==> src/hdl/psq_pkg.sv <==
// shared types, constants and table helpers for the polar node quantiser
package psq_pkg;

	localparam int LLR_WIDTH    = 16;
	localparam int QUANT_LEVELS = 8;

	// raw node result and its magnitude
	localparam int XW = LLR_WIDTH + 1;
	// table entry width and common compare width
	localparam int TW = 16;
	localparam int CW = (XW > TW + 1) ? XW : TW + 1;
	// final arithmetic width
	localparam int EW = CW + 2;

	localparam int MODE_W  = 2;
	localparam int STEP_W  = 15;
	localparam int LIMIT_W = 15;
	localparam int RW      = STEP_W;

	// remainder stages, bits of the magnitude per stage
	localparam int BPS        = 4;
	localparam int NDIV       = (XW + BPS - 1) / BPS;
	localparam int PIPE_DEPTH = NDIV + 3;

	localparam int IDX_W = 3;
	localparam int CNT_W = $clog2(QUANT_LEVELS + 1);

	localparam int DATA_W = 64;
	localparam int ADDR_W = 6;
	localparam int RIDX_W = 3;

	localparam logic [MODE_W-1:0] QM_PASS    = 2'd0;
	localparam logic [MODE_W-1:0] QM_UNIFORM = 2'd1;
	localparam logic [MODE_W-1:0] QM_TABLE   = 2'd2;

	localparam logic [RIDX_W-1:0] REG_MODE   = 3'd0;
	localparam logic [RIDX_W-1:0] REG_STEP   = 3'd1;
	localparam logic [RIDX_W-1:0] REG_LIMIT  = 3'd2;
	localparam logic [RIDX_W-1:0] REG_BND_LO = 3'd3;
	localparam logic [RIDX_W-1:0] REG_BND_HI = 3'd4;
	localparam logic [RIDX_W-1:0] REG_REC_LO = 3'd5;
	localparam logic [RIDX_W-1:0] REG_REC_HI = 3'd6;

	localparam logic ACT_F = 1'b0;
	localparam logic ACT_G = 1'b1;

	localparam logic [STEP_W-1:0]  STEP_RESET  = 15'd256;
	localparam logic [LIMIT_W-1:0] LIMIT_RESET = 15'd2048;

	typedef struct packed {
		logic                        action;
		logic signed [LLR_WIDTH-1:0] llr_a;
		logic signed [LLR_WIDTH-1:0] llr_b;
		logic                        partial_bit;
		logic                        last_in;
	} item_t;

	typedef struct packed {
		logic signed [XW-1:0] llr_out;
		logic                 last_out;
	} result_t;

	typedef struct packed {
		logic [MODE_W-1:0]  quant_mode;
		logic [STEP_W-1:0]  step_size;
		logic [LIMIT_W-1:0] clip_limit;
		logic [63:0]        boundary_low_words;
		logic [63:0]        boundary_high_words;
		logic [63:0]        recon_low_words;
		logic [63:0]        recon_high_words;
	} cfg_t;

	typedef struct packed {
		logic signed [XW-1:0] x;
		logic [XW-1:0]        mag;
		logic                 sat;
		logic [IDX_W-1:0]     idx;
		logic [RW-1:0]        rem;
		logic                 last;
	} pipe_t;

	// entry k of a table held in two 64-bit words, four entries per word
	function automatic logic signed [TW-1:0] table_entry(
		input logic [63:0]      lo,
		input logic [63:0]      hi,
		input logic [IDX_W-1:0] k
	);
		logic [63:0] w;
		w = k[2] ? hi : lo;
		return $signed(w[k[1:0]*TW +: TW]);
	endfunction

	// a zero step behaves as a step of one
	function automatic logic [RW-1:0] step_eff(input logic [STEP_W-1:0] s);
		return (s == '0) ? RW'(1) : s;
	endfunction

endpackage

==> src/hdl/psq_regs.sv <==
// configuration register file behind the apb port
module psq_regs
	import psq_pkg::*;
(
	input  logic              clk,
	input  logic              arst_n,
	input  logic              psel,
	input  logic              penable,
	input  logic              pwrite,
	input  logic [ADDR_W-1:0] paddr,
	input  logic [DATA_W-1:0] pwdata,
	output logic [DATA_W-1:0] prdata,
	output logic              pready,
	output cfg_t              cfg
);

	cfg_t              cfg_q;
	logic              wr;
	logic [RIDX_W-1:0] ridx;

	assign pready = 1'b1;
	assign wr     = psel & penable & pwrite;
	assign ridx   = paddr[ADDR_W-1:3];
	assign cfg    = cfg_q;

	always_ff @(posedge clk or negedge arst_n) begin
		if (!arst_n) begin
			cfg_q.quant_mode          <= QM_PASS;
			cfg_q.step_size           <= STEP_RESET;
			cfg_q.clip_limit          <= LIMIT_RESET;
			cfg_q.boundary_low_words  <= '0;
			cfg_q.boundary_high_words <= '0;
			cfg_q.recon_low_words     <= '0;
			cfg_q.recon_high_words    <= '0;
		end else if (wr) begin
			case (ridx)
				REG_MODE:   cfg_q.quant_mode          <= pwdata[MODE_W-1:0];
				REG_STEP:   cfg_q.step_size           <= pwdata[STEP_W-1:0];
				REG_LIMIT:  cfg_q.clip_limit          <= pwdata[LIMIT_W-1:0];
				REG_BND_LO: cfg_q.boundary_low_words  <= pwdata;
				REG_BND_HI: cfg_q.boundary_high_words <= pwdata;
				REG_REC_LO: cfg_q.recon_low_words     <= pwdata;
				REG_REC_HI: cfg_q.recon_high_words    <= pwdata;
				default: begin
				end
			endcase
		end
	end

	always_comb begin
		case (ridx)
			REG_MODE:   prdata = DATA_W'(cfg_q.quant_mode);
			REG_STEP:   prdata = DATA_W'(cfg_q.step_size);
			REG_LIMIT:  prdata = DATA_W'(cfg_q.clip_limit);
			REG_BND_LO: prdata = cfg_q.boundary_low_words;
			REG_BND_HI: prdata = cfg_q.boundary_high_words;
			REG_REC_LO: prdata = cfg_q.recon_low_words;
			REG_REC_HI: prdata = cfg_q.recon_high_words;
			default:    prdata = '0;
		endcase
	end

endmodule

==> src/hdl/psq_node.sv <==
// first stage: f (min-sum) or g node on the two operands
module psq_node
	import psq_pkg::*;
(
	input  logic  clk,
	input  logic  arst_n,
	input  logic  in_valid,
	output logic  in_ready,
	input  item_t item,
	output logic  out_valid,
	input  logic  out_ready,
	output pipe_t out_data
);

	logic                 valid_s1;
	pipe_t                data_s1;
	logic signed [XW-1:0] a, b, aa, ab, mn, x;
	pipe_t                nxt;

	assign in_ready  = !valid_s1 || out_ready;
	assign out_valid = valid_s1;
	assign out_data  = data_s1;

	always_comb begin
		a  = {item.llr_a[LLR_WIDTH-1], item.llr_a};
		b  = {item.llr_b[LLR_WIDTH-1], item.llr_b};
		aa = a[XW-1] ? -a : a;
		ab = b[XW-1] ? -b : b;
		mn = (aa < ab) ? aa : ab;
		if (item.action == ACT_G) begin
			x = (item.partial_bit ? -a : a) + b;
		end else begin
			x = (a[XW-1] ^ b[XW-1]) ? -mn : mn;
		end
		nxt      = '0;
		nxt.x    = x;
		nxt.last = item.last_in;
	end

	always_ff @(posedge clk or negedge arst_n) begin
		if (!arst_n) begin
			valid_s1 <= 1'b0;
		end else if (in_ready) begin
			valid_s1 <= in_valid;
		end
	end

	always_ff @(posedge clk) begin
		if (in_ready && in_valid) begin
			data_s1 <= nxt;
		end
	end

endmodule

==> src/hdl/psq_class.sv <==
// second stage: magnitude, clip flag and table bin of the raw result
module psq_class
	import psq_pkg::*;
(
	input  logic  clk,
	input  logic  arst_n,
	input  cfg_t  cfg,
	input  logic  in_valid,
	output logic  in_ready,
	input  pipe_t in_data,
	output logic  out_valid,
	input  logic  out_ready,
	output pipe_t out_data
);

	logic                 valid_s2;
	pipe_t                data_s2;
	pipe_t                nxt;
	logic signed [CW-1:0] xc, bc;
	logic [CW-1:0]        mc, lc;
	logic [CNT_W-1:0]     cnt;

	assign in_ready  = !valid_s2 || out_ready;
	assign out_valid = valid_s2;
	assign out_data  = data_s2;

	always_comb begin
		nxt     = in_data;
		nxt.mag = $unsigned(in_data.x[XW-1] ? -in_data.x : in_data.x);
		mc      = CW'(nxt.mag);
		lc      = CW'(cfg.clip_limit);
		nxt.sat = mc > lc;
		xc      = CW'(in_data.x);
		cnt     = '0;
		// count of boundaries strictly below the result
		for (int k = 0; k < QUANT_LEVELS; k++) begin
			bc = CW'(table_entry(cfg.boundary_low_words, cfg.boundary_high_words,
				IDX_W'(k)));
			if (bc < xc) begin
				cnt = cnt + CNT_W'(1);
			end
		end
		nxt.idx = (cnt == '0) ? '0 : IDX_W'(cnt - CNT_W'(1));
		nxt.rem = '0;
	end

	always_ff @(posedge clk or negedge arst_n) begin
		if (!arst_n) begin
			valid_s2 <= 1'b0;
		end else if (in_ready) begin
			valid_s2 <= in_valid;
		end
	end

	always_ff @(posedge clk) begin
		if (in_ready && in_valid) begin
			data_s2 <= nxt;
		end
	end

endmodule

==> src/hdl/psq_rem_stage.sv <==
// one restoring-division stage: folds up to BPS magnitude bits into the remainder
module psq_rem_stage
	import psq_pkg::*;
#(
	parameter int FIRST = XW - 1
) (
	input  logic              clk,
	input  logic              arst_n,
	input  logic [STEP_W-1:0] step_size,
	input  logic              in_valid,
	output logic              in_ready,
	input  pipe_t             in_data,
	output logic              out_valid,
	input  logic              out_ready,
	output pipe_t             out_data
);

	localparam int NB = (FIRST + 1 < BPS) ? FIRST + 1 : BPS;

	logic          valid_sn;
	pipe_t         data_sn;
	pipe_t         nxt;
	logic [RW-1:0] r;
	logic [RW-1:0] rem;
	logic [RW:0]   t;

	assign in_ready  = !valid_sn || out_ready;
	assign out_valid = valid_sn;
	assign out_data  = data_sn;

	always_comb begin
		r   = step_eff(step_size);
		rem = in_data.rem;
		t   = '0;
		for (int i = 0; i < NB; i++) begin
			t = {rem, in_data.mag[FIRST-i]};
			if (t >= {1'b0, r}) begin
				t = t - {1'b0, r};
			end
			rem = t[RW-1:0];
		end
		nxt     = in_data;
		nxt.rem = rem;
	end

	always_ff @(posedge clk or negedge arst_n) begin
		if (!arst_n) begin
			valid_sn <= 1'b0;
		end else if (in_ready) begin
			valid_sn <= in_valid;
		end
	end

	always_ff @(posedge clk) begin
		if (in_ready && in_valid) begin
			data_sn <= nxt;
		end
	end

endmodule

==> src/hdl/psq_quant.sv <==
// last stage: pick pass-through, uniform or table value and hold the result
module psq_quant
	import psq_pkg::*;
(
	input  logic    clk,
	input  logic    arst_n,
	input  cfg_t    cfg,
	input  logic    in_valid,
	output logic    in_ready,
	input  pipe_t   in_data,
	output logic    out_valid,
	input  logic    out_ready,
	output result_t out_data
);

	logic                 valid_so;
	result_t              data_so;
	result_t              nxt;
	logic [RW-1:0]        r, half;
	logic                 neg, adj;
	logic signed [EW-1:0] xs, re, he, se, le, sm, sres, ures, tres, y;

	assign in_ready  = !valid_so || out_ready;
	assign out_valid = valid_so;
	assign out_data  = data_so;

	always_comb begin
		r    = step_eff(cfg.step_size);
		half = r >> 1;
		neg  = in_data.x[XW-1];
		// negative value off the grid: floor moves one step further down
		adj  = neg && (in_data.rem != '0);
		xs   = EW'(in_data.x);
		re   = EW'(in_data.rem);
		he   = EW'(half);
		se   = EW'(r);
		le   = EW'(cfg.clip_limit);
		sm   = le - he;
		sres = neg ? -sm : sm;
		ures = xs + (adj ? re : -re) + (adj ? he - se : he);
		tres = EW'(table_entry(cfg.recon_low_words, cfg.recon_high_words, in_data.idx));
		case (cfg.quant_mode)
			QM_UNIFORM: y = in_data.sat ? sres : ures;
			QM_TABLE:   y = tres;
			default:    y = xs;
		endcase
		nxt.llr_out  = y[XW-1:0];
		nxt.last_out = in_data.last;
	end

	always_ff @(posedge clk or negedge arst_n) begin
		if (!arst_n) begin
			valid_so <= 1'b0;
		end else if (in_ready) begin
			valid_so <= in_valid;
		end
	end

	always_ff @(posedge clk) begin
		if (in_ready && in_valid) begin
			data_so <= nxt;
		end
	end

endmodule

==> src/hdl/polar_sc_node_quantized_core.sv <==
// Polar SC decoder node (f min-sum / g) with optional uniform or table quantiser on the
// result. Fully pipelined, one item per cycle when the output is not stalled, with a node
// stage, classify stage (magnitude, clip flag, table bin), NDIV remainder stages that each
// fold up to four magnitude bits into the remainder by the step size, and an output stage.
// Each stage has its own valid bit and takes a new item whenever it is empty or its
// neighbour downstream moves, so bubbles close up under output stalls.
// Configuration sits behind a 64-bit APB port at byte address 8*index; write it only
// while no item is in flight.
module polar_sc_node_quantized_core
	import psq_pkg::*;
(
	input  logic              clk,
	input  logic              arst_n,
	input  logic              item_valid,
	output logic              item_ready,
	input  item_t             item,
	output logic              result_valid,
	input  logic              result_ready,
	output result_t           result,
	input  logic              psel,
	input  logic              penable,
	input  logic              pwrite,
	input  logic [ADDR_W-1:0] paddr,
	input  logic [DATA_W-1:0] pwdata,
	output logic [DATA_W-1:0] prdata,
	output logic              pready
);

	cfg_t        cfg;
	logic        node_valid, node_ready;
	pipe_t       node_data;
	logic [NDIV:0] dv, dr;
	pipe_t       dd [NDIV+1];

	psq_regs u_regs (
		.clk     (clk),
		.arst_n  (arst_n),
		.psel    (psel),
		.penable (penable),
		.pwrite  (pwrite),
		.paddr   (paddr),
		.pwdata  (pwdata),
		.prdata  (prdata),
		.pready  (pready),
		.cfg     (cfg)
	);

	psq_node u_node (
		.clk       (clk),
		.arst_n    (arst_n),
		.in_valid  (item_valid),
		.in_ready  (item_ready),
		.item      (item),
		.out_valid (node_valid),
		.out_ready (node_ready),
		.out_data  (node_data)
	);

	psq_class u_class (
		.clk       (clk),
		.arst_n    (arst_n),
		.cfg       (cfg),
		.in_valid  (node_valid),
		.in_ready  (node_ready),
		.in_data   (node_data),
		.out_valid (dv[0]),
		.out_ready (dr[0]),
		.out_data  (dd[0])
	);

	for (genvar k = 0; k < NDIV; k++) begin : g_rem
		psq_rem_stage #(
			.FIRST (XW - 1 - k * BPS)
		) u_rem (
			.clk       (clk),
			.arst_n    (arst_n),
			.step_size (cfg.step_size),
			.in_valid  (dv[k]),
			.in_ready  (dr[k]),
			.in_data   (dd[k]),
			.out_valid (dv[k+1]),
			.out_ready (dr[k+1]),
			.out_data  (dd[k+1])
		);
	end

	psq_quant u_quant (
		.clk       (clk),
		.arst_n    (arst_n),
		.cfg       (cfg),
		.in_valid  (dv[NDIV]),
		.in_ready  (dr[NDIV]),
		.in_data   (dd[NDIV]),
		.out_valid (result_valid),
		.out_ready (result_ready),
		.out_data  (result)
	);

endmodule

==> config.mk <==
export PLATFORM = sky130hd
export DESIGN_NAME = polar_sc_node_quantized_core
export DESIGN_NICKNAME = d
export VERILOG_FILES = /design/src/hdl/psq_pkg.sv /design/src/hdl/psq_regs.sv /design/src/hdl/psq_node.sv /design/src/hdl/psq_class.sv /design/src/hdl/psq_rem_stage.sv /design/src/hdl/psq_quant.sv /design/src/hdl/polar_sc_node_quantized_core.sv
export SDC_FILE = /design/constraint.sdc
export NUM_CORES = 2
export LEC_CHECK = 0
export BUFFER_PORTS_ARGS = -buffer_cell sky130_fd_sc_hd__clkbuf_2
export CAP_MARGIN = 15
export CORE_AREA = 4 4 404 286
export DETAILED_ROUTE_END_ITERATION = 10
export DIE_AREA = 0 0 408 290
export GPL_TIMING_DRIVEN = 0
export PLACE_DENSITY = 0.65
export SKIP_CTS_REPAIR_TIMING = 1
export SKIP_LAST_GASP = 1
export SYNTH_ARGS = -nofsm -noshare
export SYNTH_HDL_FRONTEND = slang
export SYNTH_HIERARCHICAL = 1
export SYNTH_SLANG_ARGS = --single-unit
==> constraint.sdc <==
create_clock -name clk -period 30.6 [get_ports clk]
set_input_delay 1.53 -clock clk [delete_from_list [all_inputs] [get_ports clk]]
set_output_delay 1.53 -clock clk [all_outputs]
set_load 0.05 [all_outputs]
# After elaboration in Yosys (flattened, before gate mapping)
# Index checks and enable logic that the tools add are counted.
# op_classes
add_sub_neg	36
order_cmp	27
n_eq_ne	8
n_shift	1
muxes	40
bitwise	3
reduce_logical	36
# op_table
op	n
64-bit case mux with 7 select lines	1
15-bit two-way mux	18
16-bit by 15-bit >= comparator with 1-bit output	16
15-bit subtractor	16
17-bit two-way mux	11
16-bit by 17-bit < comparator with 1-bit output	8
64-bit two-way mux	1
64-bit by 7-bit variable part select with 16-bit output	1
17-bit negator	3
17-bit adder	2
16-bit negator with 17-bit output	2
17-bit case mux with 2 select lines	1
4-bit two-way mux	7
4-bit by 1-bit adder with 4-bit output (second input constant)	6
17-bit by 16-bit adder with 17-bit output	1
17-bit by 15-bit greater-than comparator with 1-bit output	1
17-bit < comparator	1
15-bit negator with 17-bit output	1
14-bit by 15-bit subtractor with 16-bit output	1
15-bit by 14-bit subtractor with 16-bit output	1
1-bit by 15-bit >= comparator with 1-bit output	1
15-bit zero test	1
15-bit nonzero test	1
1-bit by 15-bit subtractor with 15-bit output	1
16 further kinds	48
# word_totals
register_bits	584
in_bits	112
output_inout_bits	85
wordCells	204

# Logic depth before layout (Yosys ltp)
# depth
ltp_word	17
depth_mapped	47
depth_no_buf	44

# Cells and area by module
# The synthesis kept the hierarchy.
# by_module_without_submodules
mod	n_inst	cells_per_inst	area_each_um2	seq_area_each_um2
psq_rem_stage at g_rem[0].u_rem ...	3	579	5435.2	1646.6
psq_regs	1	944	13266.5	7209.4
psq_class	1	623	5884.4	1166.1
psq_quant	1	679	5659.2	565.5
psq_rem_stage at g_rem[3].u_rem	1	540	5316.3	1646.6
psq_node	1	515	4080.2	565.5
psq_rem_stage at g_rem[4].u_rem	1	220	2737.6	1646.6

# Worst setup path after synthesis
# OpenSTA, ideal clock, no wires.
# synth_path
path_kind	reg-to-reg
start	register u_regs/cfg[274] (netlist name)
end	register g_rem[1].u_rem.data_sn (netlist bit g_rem[1].u_rem/out_data[10]), data pin
setup_time_ns	0.260
arrival_ns	10.070
required_time_ns	30.340
setup_slack_ns	20.270
path_stages_with_launch	44
n_path_buf	6
period_less_slack_ns	10.330
path_cell_list	dfrtp_1 > nor4_1 > a41o_1 > ha_1 > inv_1 > fa_1 > a211oi_2 > o21bai_2 > a211o_1 > a21o_1 > clkbuf_1 > mux2_2 > ha_1 > clkbuf_1 > nand4_1 > nor3_1 > o21a_1 > o21ai_0 > (+8 left out) > a21oi_1 > a31oi_1 > a221oi_1 > nor3b_1 > a2bb2oi_2 > buf_6 > mux2_2 > ha_1 > a21o_1 > a21o_1 > a21oi_1 > o21ai_0 > a211oi_1 > o21bai_1 > a221oi_2 > nand3_2 > buf_6 > mux2_2
# synth_between
elab_chain_len	10
elab_cells_between_ends	14
classes_between	4 x add/sub; 4 x order compare; 5 x mux; 1 x reduce/logical
# synth_rtl
item	line	rtl
15-bit zero test	psq_pkg.sv:95	return (s == '0) ? RW'(1) : s;
15-bit two-way mux *	psq_pkg.sv:95	
15-bit subtractor or 16-bit by 15-bit >= comparator with 1-bit output (tied branches)	psq_rem_stage.sv:38, psq_rem_stage.sv:37	
15-bit two-way mux	psq_rem_stage.sv:37	if (t >= {1'b0, r}) begin
15-bit subtractor or 16-bit by 15-bit >= comparator with 1-bit output (tied branches)	psq_rem_stage.sv:38, psq_rem_stage.sv:37	
15-bit two-way mux	psq_rem_stage.sv:37	
15-bit subtractor or 16-bit by 15-bit >= comparator with 1-bit output (tied branches)	psq_rem_stage.sv:38, psq_rem_stage.sv:37	
15-bit two-way mux	psq_rem_stage.sv:37	
15-bit subtractor or 16-bit by 15-bit >= comparator with 1-bit output (tied branches)	psq_rem_stage.sv:38, psq_rem_stage.sv:37	
15-bit two-way mux *	psq_rem_stage.sv:37	
net g_rem[1].u_rem.t[9]	psq_rem_stage.sv:25	logic [RW:0] t;
end signal, assigned	psq_rem_stage.sv:56	data_sn <= nxt;
end, declared	psq_rem_stage.sv:21	pipe_t data_sn;
# Mark *: on every way through the listed nets, which the timed path passes. The rest lies on a longest branch.
# A chain may end at the register's enable or synchronous reset.

# Worst setup path after layout
# layout_path
start	register u_regs/cfg[282] (netlist name)
end	register g_rem[1].u_rem.data_sn (netlist bit g_rem[1].u_rem/out_data[11]), data pin
# layout_between
elab_chain_len	10
elab_cells_between_ends	14
classes_between	4 x add/sub; 4 x order compare; 5 x mux; 1 x reduce/logical
# layout_rtl
item	line
15-bit zero test	psq_pkg.sv:95
15-bit two-way mux *	psq_pkg.sv:95
15-bit subtractor or 16-bit by 15-bit >= comparator with 1-bit output (tied branches)	psq_rem_stage.sv:38, psq_rem_stage.sv:37
15-bit two-way mux	psq_rem_stage.sv:37
15-bit subtractor or 16-bit by 15-bit >= comparator with 1-bit output (tied branches)	psq_rem_stage.sv:38, psq_rem_stage.sv:37
15-bit two-way mux	psq_rem_stage.sv:37
15-bit subtractor or 16-bit by 15-bit >= comparator with 1-bit output (tied branches)	psq_rem_stage.sv:38, psq_rem_stage.sv:37
15-bit two-way mux	psq_rem_stage.sv:37
15-bit subtractor or 16-bit by 15-bit >= comparator with 1-bit output (tied branches)	psq_rem_stage.sv:38, psq_rem_stage.sv:37
15-bit two-way mux *	psq_rem_stage.sv:37
net g_rem[1].u_rem.t[10]	psq_rem_stage.sv:25
# Marks and branches as above.

==> impl_metrics.toml <==
[routing]
ant_nets = 0
drt_iter0_markers = 4844
viasPerCell = 6.26
dr.pass1.iters = 6
routed_wirelength_um = 171000
wl_per_cell_um = 24.5
dr_total_vias = 43600
remaining_drc_errors = 0

[logic_synthesis]
yosysWarnings = 6
syn_avg_cell_area_um2 = 9.93
netlist_instances = 5164
synth_area_um2 = 51300

[min_path]
hold_path_class = "reg -> reg"

[critical_path]
cp-start-kind = "register"
required_ns = 30.96
arrival_ns = 13.85
r2r_slack_ns = 17.10
cpPeakStageDelay_ns = 0.87
critical_path_class = "reg -> reg"
crit_buf_inv = 6
crit_family = "compound AO/OA/AOI/OAI gates"
path_max_fanout = 15
end_kind = "register"
crit_top_cell = "a21oi_1"
cp_slowest_cell = "dfrtp_1"

[timing]
worst_slew_pin_slew_ns = 1.29
tns_ns = 0
relSlewSlack_pct = 14.3
maxSlewViolCount = 0
finalSetupViolations = 0
fmax_mhz = 74.1
period_minus_slack_ns = 13.50
rsz0062_at_grt = "false"
final-hold-violation-count = 0
skew_ns = 0.0678
finalCritPeriodShare_pct = 44.1

[cts]
clkLatencyLatePin_ns = 0.68
cts_inserted_buffers = 57
cts_tree = "yes"
max-clock-path-buffers = 3
clk_pin_slew_ns = 0.07
htreeDepth = 2
cts_num_sinks = 583
cts_root_buffer = "clkbuf_16"

[outcome]
status = "finished clean"

[global_route]
antenna_found_initial = 12
grt_max_degree = 89
grt_usage_pct = 27.8
grt_first_pass_wirelength_um = 255000
grt_pass1_vias = 40700
grt_overflow_total = 0

[final_layout]
finalNonFillerCells = 6961
fillers = 10200
finalInstanceArea_um2 = 56400
fin_nets = 6080
drive_gt1_share_pct = 18.9
syn_to_final_growth_pct = 10.0

[job]
maxCapViolCount = 0

[placed_design]
dp_hpwl_um = 132000
place.gp.congestion = 0.979
post_dp_cell_area_um2 = 54300
portBuffers = 183
dpl.cell_count = 6842

[floorplan]
coreArea_um2 = 112000
io-pin-count = 197
fp.dieW_um = 408
num_rows = 103
dieArea_um2 = 118000
die_h_um = 290
start_util_pct = 45.8
-- registers in the layout, summed over array words and instances (netlist names) --
signal	count
u_class/out_data	38
u_class/out_valid	1
g_rem.u_rem/out_valid	5
u_quant/out_valid	1
u_node/out_data	18
u_regs/cfg	288
u_node/out_valid	1
g_rem.u_rem/out_data	213
u_quant/out_data	18
-- cell type report --
| cell class | instances | area (um^2) | area share (%) |
|---|---|---|---|
| clock buffer | 69 | 1520 | 2.70 |
| antenna | 10 | 25.0 | 0.0444 |
| inverter | 332 | 1250 | 2.21 |
| clock inverter | 38 | 499 | 0.885 |
| sequential | 583 | 16000 | 28.4 |
| multi-input combinational | 4070 | 32900 | 58.2 |
| buffer | 193 | 1190 | 2.12 |
| timing repair buffer | 196 | 1200 | 2.13 |
| tap | 1470 | 1840 | 3.26 |
-- per-layer routing --
metal | global-route usage [%] | wire (um) | part of all wire, %
met1 | 41.3 | 77600 | 45
met2 | 39.2 | 69400 | 41
met3 | 7.60 | 19100 | 11
met4 | 7.57 | 4660 | 2.7
met5 | 0.842 | 152 | 0.089
-- final timing paths --
path / startpoint / end / depth (start not counted)
max: u_regs/cfg[282] / g_rem[1].u_rem/out_data[11] / 42
min: g_rem[1].u_rem/out_data[50] / g_rem[2].u_rem/out_data[50] / 0
max reg2reg: u_regs/cfg[282] / g_rem[1].u_rem/out_data[11] / 42
min reg2reg: g_rem[1].u_rem/out_data[50] / g_rem[2].u_rem/out_data[50] / 0
max in group asynchronous: arst_n / u_regs/cfg[279] / 3
min in group asynchronous: arst_n / u_regs/cfg[60] / 1
-- cell usage in the layout, fill, tap and decap left out, types with 49 or more instances in the layout --
| cell type | count |
|---|---|
| nand2_1 | 306 |
| nand3_1 | 99 |
| clkbuf_16 | 57 |
| nor3_1 | 100 |
| xor2_1 | 99 |
| clkbuf_2 | 182 |
| a211oi_1 | 71 |
| mux2_2 | 408 |
| clkbuf_1 | 85 |
| o221ai_1 | 54 |
| dfrtp_1 | 293 |
| a21o_1 | 76 |
| nor4_1 | 49 |
| a31oi_1 | 56 |
| nand2b_1 | 115 |
| inv_1 | 331 |
| o21ai_0 | 251 |
| nor2_1 | 280 |
| edfxtp_1 | 287 |
| ha_1 | 498 |
| xnor2_1 | 194 |
| mux2i_1 | 120 |
| nand4_1 | 60 |
| a21oi_1 | 309 |
-- worst reg2reg max path, delay by kind of cell (launching register included) --
kind	cells	cell delay [ns]
buffers and inverters	6	1.18
multiplexers	3	1.13
AND/OR/NAND/NOR	8	2.16
AO/OA/AOI/OAI	20	5.97
flip-flops	1	0.87
adder cells (fa/ha/maj)	5	1.88
-- through the flow --
step                      hold slack (ns)  utilization, %  setup WS [ns]
after floorplan                     0.400               -          20.27
after global placement              0.400            48.3          17.61
after detailed placement            0.405            48.5          17.59
after CTS                           0.417            50.3          17.48
after global routing                0.422            50.4          16.39
final                               0.414            50.4          17.10
Power is left out: the tool's default activity adds up to more than one toggle a clock period on the data nets, which glitch-free logic cannot reach.
